==> config.mk <==
export PLATFORM = sky130hd
export DESIGN_NAME = nearest_sample_rate_converter
export DESIGN_NICKNAME = d
export VERILOG_FILES = /design/src/rtl/nsrc_pkg.sv /design/src/rtl/nearest_sample_rate_converter.sv /design/src/rtl/nsrc_datapath.sv /design/src/rtl/nsrc_ctrl.sv
export SDC_FILE = /design/constraint.sdc
export NUM_CORES = 1
export LEC_CHECK = 0
export BUFFER_PORTS_ARGS = -buffer_cell sky130_fd_sc_hd__buf_2
export CAP_MARGIN = 5
export CORE_ASPECT_RATIO = 0.9
export CORE_UTILIZATION = 65
export DETAILED_ROUTE_END_ITERATION = 6
export HOLD_SLACK_MARGIN = 0.1
export PLACE_DENSITY = 0.86
export SLEW_MARGIN = 30
export SYNTH_ARGS = -nofsm -noshare
export SYNTH_HDL_FRONTEND = slang
export SYNTH_HIERARCHICAL = 1
export SYNTH_SLANG_ARGS = --single-unit
==> constraint.sdc <==
create_clock -name clk -period 10.1 [get_ports clk]
set_input_delay 0.505 -clock clk [delete_from_list [all_inputs] [get_ports clk]]
set_output_delay 0.505 -clock clk [all_outputs]
set_load 0.1 [all_outputs]
==> src/rtl/nsrc_pkg.sv <==
// Shared types and constants for the nearest-sample rate converter.
package nsrc_pkg;

	localparam int unsigned SAMPLE_W = 16;
	localparam int unsigned LEVEL_W  = 8;
	localparam int unsigned STEP_W   = 12;
	localparam int unsigned COUNT_W  = 24;
	localparam int unsigned PHASE_W  = 13;
	localparam int unsigned CFG_IDX_W  = 2;
	localparam int unsigned CFG_DATA_W = 24;

	localparam logic [STEP_W-1:0]  STEP_MIN   = 12'd4;
	localparam logic [STEP_W-1:0]  STEP_RESET = 12'd256;
	localparam logic [PHASE_W-1:0] ONE_SAMPLE = 13'd256;
	localparam logic [7:0]         OFFSET8    = 8'd128;

	// Register indexes on the configuration port
	localparam logic [CFG_IDX_W-1:0] REG_STEP  = 2'd0;
	localparam logic [CFG_IDX_W-1:0] REG_MODE  = 2'd1;
	localparam logic [CFG_IDX_W-1:0] REG_COUNT = 2'd2;

	typedef struct packed {
		logic accept;   // latch the incoming item
		logic emit;     // load one result and advance phase and count
		logic finish;   // item ends with no further result
	} cmd_t;

	typedef struct packed {
		logic can_emit; // phase within sample and outputs remaining
		logic last;     // the result about to be emitted ends this item
	} status_t;

endpackage

==> src/rtl/nearest_sample_rate_converter.sv <==
// Top level of the nearest-sample rate converter.
//
//  channel   direction  handshake              payload
//  in        sink       in_valid / in_ready    sample_raw
//  out       source     out_valid / out_ready  sample_out, peak_level, run_last, sound_done
//  cfg       sink       cfg_we                 cfg_index, cfg_wdata
//
// An item is accepted in the idle state, then gives one result a cycle while the
// result register can take it, or ends in the run state with no result. The controller's
// run state and the single result register set this pace.
// Reset clears configuration to its defaults and the phase, count and peak to zero.
// A stalled result register holds the controller in its run state until taken.
module nearest_sample_rate_converter (
	input  logic                                 clk,
	input  logic                                 arst_n,
	input  logic                                 cfg_we,
	input  logic [nsrc_pkg::CFG_IDX_W-1:0]       cfg_index,
	input  logic [nsrc_pkg::CFG_DATA_W-1:0]      cfg_wdata,
	input  logic                                 in_valid,
	output logic                                 in_ready,
	input  logic [nsrc_pkg::SAMPLE_W-1:0]        sample_raw,
	output logic                                 out_valid,
	input  logic                                 out_ready,
	output logic signed [nsrc_pkg::SAMPLE_W-1:0] sample_out,
	output logic [nsrc_pkg::LEVEL_W-1:0]         peak_level,
	output logic                                 run_last,
	output logic                                 sound_done
);

	nsrc_pkg::cmd_t    cmd;
	nsrc_pkg::status_t status;

	nsrc_ctrl u_ctrl (
		.clk       (clk),
		.arst_n    (arst_n),
		.in_valid  (in_valid),
		.in_ready  (in_ready),
		.out_valid (out_valid),
		.out_ready (out_ready),
		.status    (status),
		.cmd       (cmd)
	);

	nsrc_datapath u_datapath (
		.clk        (clk),
		.arst_n     (arst_n),
		.cfg_we     (cfg_we),
		.cfg_index  (cfg_index),
		.cfg_wdata  (cfg_wdata),
		.sample_raw (sample_raw),
		.cmd        (cmd),
		.status     (status),
		.sample_out (sample_out),
		.peak_level (peak_level),
		.run_last   (run_last),
		.sound_done (sound_done)
	);

	// a result never overwrites one still waiting
	a_no_overwrite: assert property (@(posedge clk) disable iff (!arst_n)
		cmd.emit |-> !(out_valid && !out_ready))
		else $error("result register overwritten while stalled");

	// an accepted item always enters the run state
	a_busy_after_accept: assert property (@(posedge clk) disable iff (!arst_n)
		cmd.accept |=> !in_ready)
		else $error("input ready right after accepting an item");

	// the final result of a sound also ends its item
	a_done_is_last: assert property (@(posedge clk) disable iff (!arst_n)
		(out_valid && sound_done) |-> run_last)
		else $error("sound finished without ending the item");

	// peak of |sample| >> 8 cannot pass 128
	a_peak_range: assert property (@(posedge clk) disable iff (!arst_n)
		out_valid |-> (peak_level <= 8'd128))
		else $error("peak level out of range");

endmodule

==> src/rtl/nsrc_datapath.sv <==
// Datapath: configuration, phase accumulator, output counter, peak and result register.
module nsrc_datapath (
	input  logic                                clk,
	input  logic                                arst_n,
	input  logic                                cfg_we,
	input  logic [nsrc_pkg::CFG_IDX_W-1:0]      cfg_index,
	input  logic [nsrc_pkg::CFG_DATA_W-1:0]     cfg_wdata,
	input  logic [nsrc_pkg::SAMPLE_W-1:0]       sample_raw,
	input  nsrc_pkg::cmd_t                      cmd,
	output nsrc_pkg::status_t                   status,
	output logic signed [nsrc_pkg::SAMPLE_W-1:0] sample_out,
	output logic [nsrc_pkg::LEVEL_W-1:0]        peak_level,
	output logic                                run_last,
	output logic                                sound_done
);

	logic [nsrc_pkg::STEP_W-1:0]   step_q;
	logic                          mode_q;
	logic [nsrc_pkg::COUNT_W-1:0]  count_q;
	logic [nsrc_pkg::PHASE_W-1:0]  phase_q;
	logic [nsrc_pkg::COUNT_W-1:0]  emitted_q;
	logic [nsrc_pkg::LEVEL_W-1:0]  peak_q;
	logic [nsrc_pkg::SAMPLE_W-1:0] samp_q;
	logic [nsrc_pkg::LEVEL_W-1:0]  lvl_q;

	logic [nsrc_pkg::SAMPLE_W-1:0] samp_in;
	logic [nsrc_pkg::SAMPLE_W-1:0] mag_in;
	logic [nsrc_pkg::STEP_W-1:0]   step_eff;
	logic [nsrc_pkg::PHASE_W-1:0]  phase_next;
	logic [nsrc_pkg::COUNT_W-1:0]  emitted_next;
	logic [nsrc_pkg::LEVEL_W-1:0]  peak_next;
	logic                          next_past;

	// 8-bit mode: (b - 128) * 256 is the byte with its top bit flipped, then a zero byte
	assign samp_in = mode_q ? sample_raw
		: {sample_raw[7:0] ^ nsrc_pkg::OFFSET8, 8'h00};
	assign mag_in  = samp_in[nsrc_pkg::SAMPLE_W-1] ? (~samp_in + 16'd1) : samp_in;

	assign step_eff     = (step_q < nsrc_pkg::STEP_MIN) ? nsrc_pkg::STEP_MIN : step_q;
	assign phase_next   = phase_q + {1'b0, step_eff};
	assign emitted_next = emitted_q + 24'd1;
	assign peak_next    = (lvl_q > peak_q) ? lvl_q : peak_q;
	assign next_past    = (phase_next >= nsrc_pkg::ONE_SAMPLE);

	assign status.can_emit = (phase_q < nsrc_pkg::ONE_SAMPLE) && (emitted_q < count_q);
	assign status.last     = next_past || (emitted_next == count_q);

	always_ff @(posedge clk or negedge arst_n) begin
		if (!arst_n) begin
			step_q    <= nsrc_pkg::STEP_RESET;
			mode_q    <= 1'b1;
			count_q   <= '0;
			phase_q   <= '0;
			emitted_q <= '0;
			peak_q    <= '0;
		end else begin
			if (cfg_we) begin
				case (cfg_index)
					nsrc_pkg::REG_STEP:  step_q <= cfg_wdata[nsrc_pkg::STEP_W-1:0];
					nsrc_pkg::REG_MODE:  mode_q <= cfg_wdata[0];
					nsrc_pkg::REG_COUNT: begin
						count_q   <= cfg_wdata[nsrc_pkg::COUNT_W-1:0];
						phase_q   <= '0;
						emitted_q <= '0;
						peak_q    <= '0;
					end
					default: ;
				endcase
			end
			if (cmd.emit) begin
				emitted_q <= emitted_next;
				peak_q    <= peak_next;
				// the wrap back into the next sample happens with the item's last result
				if (status.last && next_past)
					phase_q <= phase_next - nsrc_pkg::ONE_SAMPLE;
				else
					phase_q <= phase_next;
			end else if (cmd.finish) begin
				if (phase_q >= nsrc_pkg::ONE_SAMPLE)
					phase_q <= phase_q - nsrc_pkg::ONE_SAMPLE;
			end
		end
	end

	always_ff @(posedge clk) begin
		if (cmd.accept) begin
			samp_q <= samp_in;
			lvl_q  <= mag_in[nsrc_pkg::SAMPLE_W-1 -: nsrc_pkg::LEVEL_W];
		end
		if (cmd.emit) begin
			sample_out <= samp_q;
			peak_level <= peak_next;
			run_last   <= status.last;
			sound_done <= (emitted_next == count_q);
		end
	end

endmodule

==> src/rtl/nsrc_ctrl.sv <==
// Controller: item sequencing and result valid flag.
module nsrc_ctrl (
	input  logic              clk,
	input  logic              arst_n,
	input  logic              in_valid,
	output logic              in_ready,
	output logic              out_valid,
	input  logic              out_ready,
	input  nsrc_pkg::status_t status,
	output nsrc_pkg::cmd_t    cmd
);

	typedef enum logic {
		S_IDLE,
		S_RUN
	} state_t;

	state_t state_q;
	logic   slot_free;

	assign in_ready  = (state_q == S_IDLE);
	assign slot_free = !out_valid || out_ready;

	assign cmd.accept = in_valid && in_ready;
	assign cmd.emit   = (state_q == S_RUN) && status.can_emit && slot_free;
	assign cmd.finish = (state_q == S_RUN) && !status.can_emit;

	always_ff @(posedge clk or negedge arst_n) begin
		if (!arst_n) begin
			state_q   <= S_IDLE;
			out_valid <= 1'b0;
		end else begin
			if (cmd.emit)
				out_valid <= 1'b1;
			else if (out_ready)
				out_valid <= 1'b0;

			case (state_q)
				S_IDLE: begin
					if (cmd.accept)
						state_q <= S_RUN;
				end
				S_RUN: begin
					if (cmd.finish || (cmd.emit && status.last))
						state_q <= S_IDLE;
				end
				default: state_q <= S_IDLE;
			endcase
		end
	end

endmodule
---- Word level (Yosys, flattened, before mapping) ----
Cells that the tools add are included.
cells by class
  add/sub/neg operators ................... 5
  magnitude comparators ................... 6
  eq/ne operators ......................... 3
  muxes and demuxes ....................... 21
  bitwise logic cells ..................... 3
  reduce and logical (&&, ||, !) cells .... 20
operators with widths
  operator                                                                number
  13-bit 2-to-1 mux                                                       6
  24-bit 2-to-1 mux                                                       3
  8-bit 2-to-1 mux                                                        4
  13-bit by 9-bit >= comparator with 1-bit output, second input constant  2
  13-bit by 9-bit subtractor with 13-bit output, second input constant    2
  24-bit by 1-bit adder with 24-bit output, second input constant         1
  24-bit == test                                                          1
  24-bit < comparator                                                     1
  16-bit by 1-bit adder with 16-bit output, second input constant         1
  16-bit 2-to-1 mux                                                       1
  16-bit NOT                                                              1
  15-bit 2-to-1 mux                                                       1
  13-bit by 12-bit adder with 13-bit output                               1
  13-bit by 9-bit < comparator with 1-bit output, second input constant   1
  12-bit by 3-bit < comparator with 1-bit output, second input constant   1
  12-bit 2-to-1 mux                                                       1
  8-bit greater-than comparator                                           1
  2-bit AND reduction                                                     4
  1-bit logical AND                                                       7
  2-bit nonzero test                                                      3
  1-bit 2-to-1 mux                                                        4
  1-bit logical OR                                                        3
  2-bit by 1-bit == test with 1-bit output, second input constant         1
  2-bit == test, second input constant                                    1
  4 further kinds                                                         6
storage, ports and cells
  register bits after elaboration ......... 134
  logic and storage cells ................. 73

---- Logic depth before layout (Yosys ltp) ----
  depth after elaboration ................. 9
  depth in mapped cells ................... 19

---- Modules after synthesis ----
Netlist, hierarchy kept.
by module, submodules not included
  module         instances  cells each  area each (µm²)  seq. area each (µm²)
  nsrc_datapath  1          760         7593.5           3555.9
  nsrc_ctrl      1          11          98.8             50.0

---- Least setup slack after synthesis ----
Ideal clock, no wire load.
  kind .................................... reg-to-reg
  from .................................... reg u_datapath/emitted_q[1] in the netlist's numbering
  to ...................................... reg u_datapath/emitted_q[17] in the netlist's numbering
  library setup time ...................... 0.134 ns
  arrival ................................. 4.104 ns
  data required time ...................... 9.966 ns
  setup slack ............................. 5.862 ns
  stages on the path, launching flop included .. 19
  path buffers ............................ 2
  clock period less this slack ............ 4.238 ns
  cells stage by stage .................... dfrtp_1 ha_1 nor2b_1 o21a_1 o21a_1 o21ai_0 a21oi_1 o21ai_0 a31oi_1 o21ai_0 nand2_1 nor2b_1 clkbuf_1 clkinv_1 nand2_1 clkbuf_1 o21ai_0 nand2_1 o21ai_0
RTL lines
  element                 RTL line             source
  from (decl)             nsrc_datapath.sv:21  logic [nsrc_pkg::COUNT_W-1:0] emitted_q;
  from (signal assigned)  nsrc_datapath.sv:71  emitted_q <= emitted_next;

==> results_dict.tcl <==
set metrics [dict create \
    synth_flop_cell "dfrtp_1" \
    p_per_area_mw_per_mm2 269 \
    grt_usage_pct 31.5 \
    placed_cells 966 \
    synthTopCellsByArea "dfrtp_1 (27%), edfxtp_1 (20%), ha_1 (7.6%)" \
    synth_top_family_by_area "simple AND/OR/NAND/NOR gates" \
    r2r_slack_ps 6050 \
    min_path_type "in -> async" \
    via_per_inst 6.22 \
    drt_first_pass_iters 5 \
    cts.sinks 134 \
    dpl.hpwl_um 12300 \
    gr-usage-met3_pct 6.55 \
    synth_cell_types 74 \
    post-route-min-period_ps 4050 \
    die_w_um 117 \
    area_delta_synth_final_pct 14.2 \
    cp_cell_sequence "nor4_1, nand3_1, nand2_1, inv_1, ha_1, a211oi_1, or3b_1, nand4b_1, a221oi_1, xnor2_1, nor3_1, nand2b_1, a311oi_1" \
    clk_pin_slew_ps 60 \
    fin_nets 925 \
    drive_above_1_share_pct 17.6 \
    status "finished, final reports clean" \
    max_stage_delay_ps 480 \
    avgSynthCellArea_um2 9.98 \
    endpoint_kind "flip-flop" \
    grt_start_max_net_pins 85 \
    arrival_ps 4370 \
    hold_ws_ps 133 \
    ir_worst_vdd_v 0.000183 \
    start_util_pct 67.0 \
    netlist.top_cell.by_area "dfrtp_1" \
    start_kind "flip-flop" \
    grt_util_met1_pct 39.9 \
    finalMaxSlewViolations 0 \
    p_sw_mw 0.950 \
    yosysTopAreaCellShare_pct 26.7 \
    total_power_mw 2.37 \
    async_flop_share_pct 62.7 \
    stdcell_count 999 \
    yosys_warnings 6 \
    wl_um 18200 \
    antennaDiodeCount 0 \
    p_sw_share_pct 40.1 \
    syn_nets 866 \
    place.port_buffers 74 \
    dr.first_iter.drc_count 561 \
    synth_common_cells "nand2_1 (98), o21ai_0 (86), dfrtp_1 (82)" \
    grt_use_met2_pct 51.6 \
    tritoncts "done" \
    pwr-share-seq_pct 33.6 \
    ant_nets 0 \
    finalCritPeriodShare_pct 40.1 \
    synth-simple-area-share_pct 16.3 \
    tightest_slew_ps 814 \
    p_clk_share_pct 27.1 \
    cts_made_buffers 17 \
    ys_seq_elements 134 \
    ys_seq_area_share_pct 46.9 \
    holdBufCountCts 0 \
    hold_viol 0 \
    rows 37 \
    max_freq_ghz 0.247 \
    route.detailed.drc 0 \
    root_buffer "clkbuf_16" \
    postCtsSetupBuffers 0 \
    finalSetupTns_ps 0 \
    muxShareOfSynthArea_pct 3.30 \
    syn-cell-area_mm2 0.00769 \
    synth-edff-count 50 \
    rsz0062_at_grt "no" \
    synth_xor_area_share_pct 6.03 \
    path_class "reg -> reg" \
    fillers 773 \
    core_area_mm2 0.0115 \
    drv_cap 0 \
    grt_overflow_total 0 \
    cp_max_fo 5 \
    die-area_mm2 0.0123 \
    final_core_util_pct 76.5 \
    internal-power_mw 1.42 \
    p_leak_nw 3.85 \
    io_pins 75 \
    vias 6217 \
    htreeDepth 4 \
    synth_fa_ha_area_share_pct 8.04 \
    grt_first_pass_wirelength_um 29100 \
    insertion_delay_ps 420 \
    synth-compound-area-share_pct 14.9 \
    place.gp.congestion 0.887 \
    top_usage_layer "met2" \
    syn_inst 771 \
    first_global_vias 6022 \
    antenna_found_initial 0 \
    setup_violations 0 \
    power_frac_comb_pct 39.3 \
    yosysMostFrequentCell "nand2_1" \
    skew_ps 6.03 \
    crit_path_top_delay_cell "nor4_1" \
    cts_resized 0 \
    routedWlPerCell_um 18.2 \
    die_h_um 105 \
    clk_path_buf_depth 2 \
    cp.required_ps 10420 \
    max_slew_margin_pct 45.7 \
]
==> worst max-delay path: cells and delay by family (launching register included) <==
family / cells / cell delay (ps)
and+or+nand+nor: 7 / 1830
buffers and inverters: 1 / 60
AOI/OAI and AO/OA: 3 / 1110
DFF: 1 / 430
xor gates and xnor gates: 1 / 210
adders and majority gates: 1 / 310
==> cell families after synthesis <==
kind of cell	after synthesis
compound gates	186
xor+xnor	53
fa+ha+maj	49
buf+inv	88
flops	134
mux	23
simple gates	238
==> cell usage in the layout, fill, tap and decap left out, types with 15 or more instances in the layout <==
cell	instances
nand2_1	98
o21ai_0	86
dfrtp_1	82
buf_2	73
edfxtp_1	50
inv_1	47
ha_1	47
xnor2_1	39
a21oi_1	28
nor2_1	26
mux2_2	19
clkbuf_16	17
nand3_1	15
==> path summary, 6_finish.rpt <==
| path | from | endpoint | depth (start not counted) |
|---|---|---|---|
| setup / recovery | u_datapath/step_q[11] | u_ctrl/state_q | 13 |
| hold / removal | arst_n | u_datapath/count_q[16] | 1 |
| setup reg to reg | u_datapath/step_q[11] | u_ctrl/state_q | 13 |
| hold reg to reg | u_datapath/samp_q[6] | u_datapath/sample_out[6] | 0 |
| max in group asynchronous | arst_n | u_datapath/count_q[0] | 1 |
| min in group clk | cfg_wdata[15] | u_datapath/count_q[15] | 3 |
==> final cells by class <==
| cell class | count | area [µm²] | share of cell area [%] |
|---|---|---|---|
| Tap cell | 156 | 195 | 2.22 |
| Multi-Input combinational cell | 549 | 3760 | 42.8 |
| Timing Repair Buffer | 79 | 434 | 4.94 |
| Inverter | 49 | 184 | 2.09 |
| Sequential cell | 134 | 3610 | 41.0 |
| Clock inverter | 12 | 159 | 1.81 |
| Clock buffer | 20 | 447 | 5.08 |
==> power by group through the flow <==
stage               Sequential (mW)  Clock [mW]  Combinational (mW)
global placement              0.792           0               0.856
CTS                           0.793       0.649               0.917
finish                        0.796       0.642               0.930
floorplan                     0.946           0               0.547
detailed placement            0.799           0               0.901
global route                  0.806       0.668                1.00
==> routing by layer <==
metal,part of all wire [%],routed length [µm],vias up
li1,-,-,2876
met1,41,7380,3040
met2,50,9090,258
met3,6.7,1230,43
met4,2.7,489,0
met5,0,0,-
==> sequential cells by signal, indices dropped and copies added, names as in the netlist <==
| signal | cells |
|---|---|
| u_ctrl/out_valid | 1 |
| u_datapath/run_last | 1 |
| u_datapath/peak_q | 8 |
| u_datapath/mode_q | 1 |
| u_datapath/count_q | 24 |
| u_ctrl/state_q | 1 |
| u_datapath/step_q | 12 |
| u_datapath/peak_level | 8 |
| u_datapath/emitted_q | 24 |
| u_datapath/samp_q | 16 |
| u_datapath/sample_out | 16 |
| u_datapath/phase_q | 13 |
| u_datapath/sound_done | 1 |
| u_datapath/lvl_q | 8 |
==> metrics by stage <==
| step | setup slack (ps) | instance area, µm² |
|---|---|---|
| 3_5_place_dp | 5590 | 8160 |
| 2_1_floorplan | 5860 | 7690 |
| 6_report | 6050 | 8790 |
| 4_1_cts | 5540 | 8760 |
| 5_1_grt | 5780 | 8790 |
| 3_3_place_gp | 5750 | 8150 |
No activity file was read; power rests on OpenSTA's default activity.
